$ cat src/rtl/core/mcu_pkg.sv
`timescale 1ns / 1ps

package mcu_pkg;

  localparam int COUNT_WIDTH = 8;
  localparam int SUM_WIDTH   = 16;

  localparam int PART_W    = 8;
  localparam int COEF_W    = 31;
  // count bits actually used from the part field
  localparam int CNT_W     = (COUNT_WIDTH < PART_W) ? COUNT_WIDTH : PART_W;
  localparam int TERM_W    = SUM_WIDTH + 1;
  localparam int MUL_B_W   = (TERM_W > COEF_W) ? TERM_W : COEF_W;
  localparam int PROD_W    = COEF_W + MUL_B_W;
  // acc * (sum + k) always fits here
  localparam int DVD_W     = COEF_W + TERM_W;
  localparam int DIV_BITS  = 4;
  localparam int DIV_STEPS = (DVD_W + DIV_BITS - 1) / DIV_BITS;
  localparam int DIV_W     = DIV_STEPS * DIV_BITS;
  localparam int STEP_CNT_W = (DIV_STEPS > 1) ? $clog2(DIV_STEPS) : 1;

  localparam logic [COEF_W-1:0] COEF_MAX = '1;

  typedef struct packed {
    logic [PART_W-1:0] part_count;
    logic              last_part;
  } in_word_t;

  typedef struct packed {
    logic [COEF_W-1:0] coefficient;
    logic              overflow;
  } out_word_t;

  typedef enum logic [2:0] {
    S_IDLE,
    S_CHK,
    S_MUL,
    S_DSTART,
    S_DWAIT,
    S_PMUL,
    S_PCHK,
    S_FIN
  } state_t;

endpackage

$ cat src/rtl/core/mcu_mul.sv
`timescale 1ns / 1ps

module mcu_mul (
  input  logic                         clk,
  input  logic [mcu_pkg::COEF_W-1:0]   a,
  input  logic [mcu_pkg::MUL_B_W-1:0]  b,
  output logic [mcu_pkg::PROD_W-1:0]   p
);
  import mcu_pkg::*;

  logic [PROD_W-1:0] p_r;

  always_ff @(posedge clk) begin
    p_r <= PROD_W'(a) * PROD_W'(b);
  end

  assign p = p_r;

endmodule

$ cat src/rtl/core/mcu_div.sv
`timescale 1ns / 1ps

module mcu_div (
  input  logic                        clk,
  input  logic                        rst_n,
  input  logic                        start,
  input  logic [mcu_pkg::DVD_W-1:0]   dividend,
  input  logic [mcu_pkg::CNT_W-1:0]   divisor,
  output logic                        done,
  output logic [mcu_pkg::DIV_W-1:0]   quotient
);
  import mcu_pkg::*;

  logic                  busy_r;
  logic                  done_r;
  logic [STEP_CNT_W-1:0] cnt_r;
  logic [CNT_W-1:0]      rem_r;
  logic [DIV_W-1:0]      quo_r;
  logic [CNT_W-1:0]      dsr_r;
  logic [CNT_W-1:0]      rem_nxt;
  logic [DIV_W-1:0]      quo_nxt;

  // restoring division, DIV_BITS quotient bits per cycle
  always_comb begin
    logic [CNT_W:0]   trial;
    logic [CNT_W-1:0] rem_c;
    logic [DIV_W-1:0] quo_c;
    rem_c = rem_r;
    quo_c = quo_r;
    trial = '0;
    for (int i = 0; i < DIV_BITS; i++) begin
      trial = {rem_c, quo_c[DIV_W-1]};
      quo_c = {quo_c[DIV_W-2:0], 1'b0};
      if (trial >= {1'b0, dsr_r}) begin
        trial    = trial - {1'b0, dsr_r};
        quo_c[0] = 1'b1;
      end
      rem_c = trial[CNT_W-1:0];
    end
    rem_nxt = rem_c;
    quo_nxt = quo_c;
  end

  always_ff @(posedge clk) begin
    if (!rst_n) begin
      busy_r <= 1'b0;
      done_r <= 1'b0;
      cnt_r  <= '0;
    end else begin
      done_r <= 1'b0;
      if (start) begin
        busy_r <= 1'b1;
        cnt_r  <= '0;
      end else if (busy_r) begin
        cnt_r <= cnt_r + 1'b1;
        if (cnt_r == STEP_CNT_W'(DIV_STEPS - 1)) begin
          busy_r <= 1'b0;
          done_r <= 1'b1;
        end
      end
    end
  end

  always_ff @(posedge clk) begin
    if (start) begin
      rem_r <= '0;
      quo_r <= DIV_W'(dividend);
      dsr_r <= divisor;
    end else if (busy_r) begin
      rem_r <= rem_nxt;
      quo_r <= quo_nxt;
    end
  end

  assign done     = done_r;
  assign quotient = quo_r;

endmodule

$ cat src/rtl/core/multinomial_coefficient_unit.sv
`timescale 1ns / 1ps

// Multinomial coefficient unit.
// Input channel (in_valid/in_ready/in_data) takes one part count per word;
// last_part closes the sequence. Only the closing word yields an output word
// (out_valid/out_ready/out_data): the coefficient (sum of parts)! / prod(b!),
// or the saturated maximum with overflow set.
// Each part count b builds C(sum+b, b) one factor at a time on one shared
// multiplier and one shared 4-bit-per-cycle divider: per unit of b a check,
// a multiply, a divider start, the divide and a quotient update; around these
// come the accept, the product multiply and the sum update. A zero count skips
// the factor loop; a sequence already in overflow skips to the sum update.
// in_ready is high only while the sequencer is idle.
// The result sits in an output register; the next sequence may start while it
// waits. If a new closing part finishes while the previous result is still not
// taken, the sequencer holds until out_ready frees the register.
// Reset (rst_n low, synchronous) clears the running sum, sets the running
// product to 1, clears the overflow flag and drops out_valid.

module multinomial_coefficient_unit (
  input  logic               clk,
  input  logic               rst_n,
  input  logic               in_valid,
  output logic               in_ready,
  input  mcu_pkg::in_word_t  in_data,
  output logic               out_valid,
  input  logic               out_ready,
  output mcu_pkg::out_word_t out_data
);
  import mcu_pkg::*;

  state_t            state_r;
  state_t            state_nxt;
  logic [SUM_WIDTH-1:0] sum_r;
  logic [COEF_W-1:0] prod_r;
  logic              ovf_r;
  logic [COEF_W-1:0] acc_r;
  logic [CNT_W:0]    k_r;
  logic [CNT_W-1:0]  b_r;
  logic              last_r;
  logic              out_valid_r;
  out_word_t         out_data_r;

  logic [COEF_W-1:0]  mul_a;
  logic [MUL_B_W-1:0] mul_b;
  logic [PROD_W-1:0]  mul_p;
  logic               div_start;
  logic               div_done;
  logic [DIV_W-1:0]   div_quo;
  logic               quo_hi;
  logic               prod_hi;
  logic               sel_prod;
  logic               fin_go;
  logic [TERM_W-1:0]  term;
  logic [SUM_WIDTH:0] sum_add;
  logic [SUM_WIDTH-1:0] sum_sat;
  logic               sum_carry;

  assign term      = TERM_W'(sum_r) + TERM_W'(k_r);
  assign sum_add   = (SUM_WIDTH + 1)'(sum_r) + (SUM_WIDTH + 1)'(b_r);
  assign sum_carry = sum_add[SUM_WIDTH];
  assign sum_sat   = sum_carry ? '1 : sum_add[SUM_WIDTH-1:0];
  assign quo_hi    = |div_quo[DIV_W-1:COEF_W];
  assign prod_hi   = |mul_p[PROD_W-1:COEF_W];

  assign mul_a = sel_prod ? prod_r : acc_r;
  assign mul_b = sel_prod ? MUL_B_W'(acc_r) : MUL_B_W'(term);

  mcu_mul u_mul (
    .clk (clk),
    .a   (mul_a),
    .b   (mul_b),
    .p   (mul_p)
  );

  mcu_div u_div (
    .clk      (clk),
    .rst_n    (rst_n),
    .start    (div_start),
    .dividend (mul_p[DVD_W-1:0]),
    .divisor  (k_r[CNT_W-1:0]),
    .done     (div_done),
    .quotient (div_quo)
  );

  always_comb begin
    state_nxt = state_r;
    case (state_r)
      S_IDLE:   if (in_valid) state_nxt = S_CHK;
      S_CHK: begin
        if (ovf_r) state_nxt = S_FIN;
        else if (k_r > {1'b0, b_r}) state_nxt = S_PMUL;
        else state_nxt = S_MUL;
      end
      S_MUL:    state_nxt = S_DSTART;
      S_DSTART: state_nxt = S_DWAIT;
      S_DWAIT: begin
        if (div_done) state_nxt = quo_hi ? S_FIN : S_CHK;
      end
      S_PMUL:   state_nxt = S_PCHK;
      S_PCHK:   state_nxt = S_FIN;
      S_FIN:    if (fin_go) state_nxt = S_IDLE;
      default:  state_nxt = S_IDLE;
    endcase
  end

  always_comb begin
    in_ready  = 1'b0;
    div_start = 1'b0;
    sel_prod  = 1'b0;
    fin_go    = 1'b0;
    case (state_r)
      S_IDLE:   in_ready = 1'b1;
      S_DSTART: div_start = 1'b1;
      S_PMUL:   sel_prod = 1'b1;
      S_FIN:    fin_go = !(last_r && out_valid_r && !out_ready);
      default: begin
        in_ready = 1'b0;
      end
    endcase
  end

  always_ff @(posedge clk) begin
    if (!rst_n) begin
      state_r     <= S_IDLE;
      sum_r       <= '0;
      prod_r      <= COEF_W'(1);
      ovf_r       <= 1'b0;
      out_valid_r <= 1'b0;
    end else begin
      state_r <= state_nxt;
      if (out_valid_r && out_ready && !(fin_go && last_r)) out_valid_r <= 1'b0;
      case (state_r)
        S_DWAIT: begin
          if (div_done && quo_hi) ovf_r <= 1'b1;
        end
        S_PCHK: begin
          if (prod_hi) ovf_r <= 1'b1;
          else prod_r <= mul_p[COEF_W-1:0];
        end
        S_FIN: begin
          if (fin_go) begin
            if (last_r) begin
              out_valid_r <= 1'b1;
              sum_r       <= '0;
              prod_r      <= COEF_W'(1);
              ovf_r       <= 1'b0;
            end else begin
              sum_r <= sum_sat;
              ovf_r <= ovf_r | sum_carry;
            end
          end
        end
        default: begin
        end
      endcase
    end
  end

  always_ff @(posedge clk) begin
    case (state_r)
      S_IDLE: begin
        if (in_valid) begin
          b_r    <= in_data.part_count[CNT_W-1:0];
          last_r <= in_data.last_part;
          acc_r  <= COEF_W'(1);
          k_r    <= (CNT_W + 1)'(1);
        end
      end
      S_DWAIT: begin
        // exact division: quotient is the next partial binomial
        if (div_done && !quo_hi) begin
          acc_r <= div_quo[COEF_W-1:0];
          k_r   <= k_r + 1'b1;
        end
      end
      S_FIN: begin
        if (fin_go && last_r) begin
          out_data_r.overflow    <= ovf_r | sum_carry;
          out_data_r.coefficient <= (ovf_r | sum_carry) ? COEF_MAX : prod_r;
        end
      end
      default: begin
      end
    endcase
  end

  assign out_valid = out_valid_r;
  assign out_data  = out_data_r;

  a_ovf_sat: assert property (@(posedge clk) disable iff (!rst_n)
    (out_valid && out_data.overflow) |-> (out_data.coefficient == COEF_MAX))
    else $error("overflow word without saturated coefficient");

  a_div_sync: assert property (@(posedge clk) disable iff (!rst_n)
    div_done |-> (state_r == S_DWAIT))
    else $error("divider finished outside its wait state");

  a_fin_hold: assert property (@(posedge clk) disable iff (!rst_n)
    (state_r == S_FIN && last_r && out_valid_r && !out_ready) |=> (state_r == S_FIN))
    else $error("closing part left while output register still full");

  a_busy: assert property (@(posedge clk) disable iff (!rst_n)
    (in_valid && in_ready) |=> !in_ready)
    else $error("second word accepted while sequence step in progress");

endmodule

$ cat config.mk
export PLATFORM = sky130hd
export DESIGN_NAME = multinomial_coefficient_unit
export DESIGN_NICKNAME = d
export VERILOG_FILES = /design/src/rtl/core/mcu_pkg.sv /design/src/rtl/core/mcu_mul.sv /design/src/rtl/core/mcu_div.sv /design/src/rtl/core/multinomial_coefficient_unit.sv
export SDC_FILE = /design/constraint.sdc
export NUM_CORES = 2
export LEC_CHECK = 0
export ABC_AREA = 1
export BUFFER_PORTS_ARGS = -buffer_cell sky130_fd_sc_hd__buf_2
export CAP_MARGIN = 20
export CORE_MARGIN = 2
export CORE_UTILIZATION = 60
export CTS_BUF_LIST = sky130_fd_sc_hd__clkbuf_8
export DETAILED_ROUTE_END_ITERATION = 16
export PLACE_DENSITY_LB_ADDON = 0.3
export SLEW_MARGIN = 10
export SYNTH_ARGS = -nofsm -noshare
export SYNTH_HDL_FRONTEND = slang
export SYNTH_SLANG_ARGS = --single-unit
$ cat constraint.sdc
create_clock -name clk -period 7.55 [get_ports clk]
set_input_delay 1.51 -clock clk [delete_from_list [all_inputs] [get_ports clk]]
set_output_delay 1.51 -clock clk [all_outputs]
set_load 0.05 [all_outputs]
==> summary.txt <==
==================================================================================
Status                                                                finished with violations
Violated checks                                                       negative setup slack
TritonCTS clock tree                                                           yes
Per-cell via count in the routed design                                       5.78
Number of synthesis warnings                                                     0
Root buffer cell                                                      sky130_fd_sc_hd__clkbuf_8
Final Hold Slack                                                          0.473 ns
Final setup TNS                                                          -27.51 ns
Vertical extent of the die                                                  273 um
Register bit count reported by yosys                                           265
Period minus WS final                                                      8.47 ns
Critical Path AT                                                           9.08 ns
GRT Resource Usage Total                                                     42.0%
Synthesized area                                                        0.0434 mm2
Part of the Yosys area used for sequential elements                          15.4%
Wire length of the first global-routing pass                             234000 um
Maxcap violations                                                                0
Post-detail-place hpwl                                                   124000 um
Largest delay share family, worst path                                 adder cells
Start point of the worst min-delay path                               u_div.rem_r[3]
Fraction of synthesis flops using an asynchronous set or reset pin              0%
Source of the worst register-to-register timing path                        k_r[5]
RSZ-0062 raised after global routing                                           yes
Clock Sinks                                                                    265
Core area                                                               0.0715 mm2
Number of standard cells after synthesis                                      5112
# nets final                                                                  6856
Number of buffers and inverters on the critical path                             6
Vias post-DR                                                                 38600
Largest clock skew in the final design                                   0.0459 ns
Leading post-synthesis cells by cell area                             sky130_fd_sc_hd__fa_1, sky130_fd_sc_hd__inv_1, sky130_fd_sc_hd__edfxtp_1, sky130_fd_sc_hd__ha_1, sky130_fd_sc_hd__nand2_1
DR pass1 iterations                                                              8
Worst endpoint required time                                               8.17 ns
Longest individual stage delay on the worst path                           0.58 ns
Final estimated routing congestion in global placement                        1.06
Relative slew slack                                                          22.8%
Mean instance size in the synthesized netlist                             8.49 um2
Reg2Reg Depth                                                                   34
Class of the most critical hold timing path                           flip-flop to flip-flop
Reg clk slew, reported paths                                               0.07 ns
Fraction of the core area covered by cells at the end of the flow            73.0%
Slowest library cell on the worst path                                sky130_fd_sc_hd__fa_1
Yosys top cell by area                                                sky130_fd_sc_hd__fa_1
Fraction of final layout cells with drive strength greater than 1            20.4%
Vias in the first global route                                               40200
Capturing instance or port of the critical path                        u_mul.p[48]
Clk buf depth                                                                    3
Die width                                                                   273 um
Crit. path cell count                                                           34
CP endpoint kind                                                         flip-flop
Maximum number of pins on one net before global-route repair                    81
Number of H-tree levels                                                          2
Crit path top cell by count                                           sky130_fd_sc_hd__fa_1
Worst reg2reg path endpoint                                            u_mul.p[48]
Routed wire length                                                       151000 um
Placed Cells incl. Taps                                                       6528
Final Setup Violations                                                          46
Violation count after the first detailed-routing iteration                    4583
Remaining number of nets flagged by the antenna check after routing              0
CP startpoint                                                               k_r[5]
Period utilisation layout                                                     112%
Insertion delay of the later-clocked pin in the worst-skew pair            0.70 ns
Area of the multi-input gates                                           0.0333 mm2
Filler cell count in the final layout                                         5053
Total area of sequential cells                                         0.00668 mm2
Slew at the pin closest to its max-slew limit                              1.15 ns
Layout Area Growth over Synthesis                                            20.2%
Layout Cells excl Fill                                                        6681
Net count of the mapped netlist                                               6282
Antenna violations before repair                                                 4
Final hold vios                                                                  0
Maximum operating frequency                                                118 MHz
Dominant synthesized flop cell                                        sky130_fd_sc_hd__edfxtp_1
Detail-routed net length per standard cell                                 22.7 um
Initial Util                                                                 60.7%
Peak fanout along the critical path                                              5
Count of cell types in the netlist                                              60
Reg-to-reg setup timing slack                                             -0.92 ns
Number of enable flip-flop cells after synthesis                               137
Total congestion overflow                                                        0
Final worst slack                                                        -0.915 ns
Share of the synthesized area in the top cell type                           38.9%
Top Ports                                                                       47
Total Die Area                                                          0.0745 mm2
IO Port Bufs                                                                    46
Site Rows                                                                       98
DR DRC count                                                                     0
Number of clock buffers inserted by TritonCTS                                   51
Number of hold buffers added after CTS                                           0
Total count of max-transition violations in the final report                     0
Nature of the critical path startpoint                                   flip-flop
Critical setup path kind                                              flip-flop to flip-flop
==================================================================================
## worst min path at each step
| stage | to | cells past startpoint | slack, ns |
|---|---|---|---|
| CTS | u_div.rem_r[3] | 2 | 0.47 |
| finish | u_div.rem_r[3] | 2 | 0.47 |
| global placement | u_div.rem_r[3] | 2 | 0.46 |
| detailed placement | u_div.rem_r[3] | 2 | 0.46 |
| global route | u_div.rem_r[1] | 2 | 0.49 |
| floorplan | u_div.rem_r[1] | 2 | 0.44 |
## stage by stage
| stage | worst slack, ns | cell area, um2 |
|---|---|---|
| floorplan | -0.135 | 43600 |
| global placement | -0.729 | 49000 |
| detailed placement | -0.836 | 49000 |
| CTS | -0.625 | 51800 |
| global route | -1.17 | 52200 |
| finish | -0.915 | 52200 |
## Yosys cell counts, types with 5 or more instances
cell / count
sky130_fd_sc_hd__o21bai_1: 6
sky130_fd_sc_hd__a21o_1: 5
sky130_fd_sc_hd__a21oi_2: 10
sky130_fd_sc_hd__nand2_4: 6
sky130_fd_sc_hd__a211oi_1: 31
sky130_fd_sc_hd__clkinv_1: 15
sky130_fd_sc_hd__a31oi_1: 30
sky130_fd_sc_hd__inv_2: 23
sky130_fd_sc_hd__o21ai_0: 111
sky130_fd_sc_hd__inv_1: 1107
sky130_fd_sc_hd__nand4_1: 17
sky130_fd_sc_hd__edfxtp_1: 137
sky130_fd_sc_hd__nand2_1: 982
sky130_fd_sc_hd__buf_2: 78
sky130_fd_sc_hd__nand2_2: 9
sky130_fd_sc_hd__nor2_1: 640
sky130_fd_sc_hd__o211ai_1: 8
sky130_fd_sc_hd__o21ai_1: 14
sky130_fd_sc_hd__nor2_2: 12
sky130_fd_sc_hd__fa_1: 843
sky130_fd_sc_hd__nand3b_1: 6
sky130_fd_sc_hd__xor2_1: 63
sky130_fd_sc_hd__nor4_1: 16
sky130_fd_sc_hd__clkbuf_1: 65
sky130_fd_sc_hd__nor3_1: 28
sky130_fd_sc_hd__buf_1: 21
sky130_fd_sc_hd__o21ai_2: 8
sky130_fd_sc_hd__dfxtp_1: 128
sky130_fd_sc_hd__o21a_1: 10
sky130_fd_sc_hd__xnor2_1: 34
sky130_fd_sc_hd__a21oi_1: 181
sky130_fd_sc_hd__nor2_4: 6
sky130_fd_sc_hd__ha_1: 314
sky130_fd_sc_hd__nand3_1: 102
## cell families after synthesis
logic type                 after synthesis  synth area share [%]
buffers and inverters                 1314                  11.6
xor gates and xnor gates                97                  1.96
DFF                                    265                  15.4
adders and majority gates             1157                  48.0
and+or+nand+nor                       1847                  17.3
AOI/OAI and AO/OA                      432                  5.78
## cell type report
type / instances / share of cell area (%)
diodes: 2 / 0.00959
clock buffers: 56 / 1.48
clock inverters: 40 / 0.828
inverters: 1145 / 8.28
multi-input cells: 3534 / 63.8
flip-flops and latches: 265 / 12.8
well taps: 950 / 2.28
repair buffers: 689 / 10.5
## cells in the final DEF (no fill, tap or decap), types with 8 or more instances in the layout
cell type / netlist / layout
sky130_fd_sc_hd__o21ai_1: 14 / 25
sky130_fd_sc_hd__bufinv_16: 0 / 8
sky130_fd_sc_hd__o21a_1: 10 / 10
sky130_fd_sc_hd__nor4_1: 16 / 12
sky130_fd_sc_hd__ha_4: 0 / 33
sky130_fd_sc_hd__fa_1: 843 / 811
sky130_fd_sc_hd__o211ai_1: 8 / 8
sky130_fd_sc_hd__o21ai_0: 111 / 73
sky130_fd_sc_hd__nand3_2: 4 / 11
sky130_fd_sc_hd__clkinv_1: 15 / 19
sky130_fd_sc_hd__a31oi_2: 0 / 8
sky130_fd_sc_hd__ha_1: 314 / 279
sky130_fd_sc_hd__fa_2: 0 / 32
sky130_fd_sc_hd__buf_2: 78 / 46
sky130_fd_sc_hd__buf_6: 1 / 16
sky130_fd_sc_hd__nand2_4: 6 / 15
sky130_fd_sc_hd__o21ai_2: 8 / 29
sky130_fd_sc_hd__nor2_1: 640 / 582
sky130_fd_sc_hd__xnor2_1: 34 / 30
sky130_fd_sc_hd__a21oi_1: 181 / 137
sky130_fd_sc_hd__nand2_2: 9 / 31
sky130_fd_sc_hd__buf_4: 4 / 599
sky130_fd_sc_hd__nor3_1: 28 / 20
sky130_fd_sc_hd__a31oi_1: 30 / 18
sky130_fd_sc_hd__nand2_1: 982 / 951
sky130_fd_sc_hd__edfxtp_1: 137 / 137
sky130_fd_sc_hd__buf_12: 0 / 25
sky130_fd_sc_hd__inv_2: 23 / 46
sky130_fd_sc_hd__nand4_1: 17 / 17
sky130_fd_sc_hd__nor2_4: 6 / 23
sky130_fd_sc_hd__a21oi_2: 10 / 43
sky130_fd_sc_hd__dfxtp_1: 128 / 128
sky130_fd_sc_hd__xor2_1: 63 / 59
sky130_fd_sc_hd__nor3_2: 3 / 9
sky130_fd_sc_hd__nor2_2: 12 / 53
sky130_fd_sc_hd__clkbuf_8: 0 / 56
sky130_fd_sc_hd__a21oi_4: 2 / 13
sky130_fd_sc_hd__inv_1: 1107 / 1091
sky130_fd_sc_hd__a211oi_1: 31 / 31
sky130_fd_sc_hd__nand3_1: 102 / 92
## layer usage
metal	up-vias	global-route usage, %	wire length [um]	share of wire [%]
met1	18700	54.9	54700	36
li1	16500	-	-	-
met4	4	20.3	9300	6.1
met5	-	0	29	0.019
met3	609	17.5	24400	16
met2	2786	60.5	63000	42
## sequential cells by signal (all words and copies together), names as in the netlist, 8 cells and up
signal / cells
u_div.quotient: 48
k_r: 9
u_div.rem_r: 8
sum_r: 16
acc_r: 31
u_mul.p: 62
prod_r: 31
u_div.dsr_r: 8
out_data: 32
b_r: 8
## repair_timing
item                       4_1_cts  5_1_grt
buffers inserted                40       12
pin swaps                      116       38
gates resized for setup        313       64
gates cloned                     4        0
setup endpoints to repair       47       58
## worst reg2reg max path: cells and delay by family (launching register included)
family / cells / cell delay (ns)
DFF: 1 / 0.44
xor gates and xnor gates: 2 / 0.34
AOI/OAI and AO/OA: 4 / 0.73
and+or+nand+nor: 12 / 1.34
buffers and inverters: 6 / 0.79
adders and majority gates: 10 / 4.73
Power is left out: the tool's default activity adds up to more than one toggle a clock period on the data nets, which glitch-free logic cannot reach.
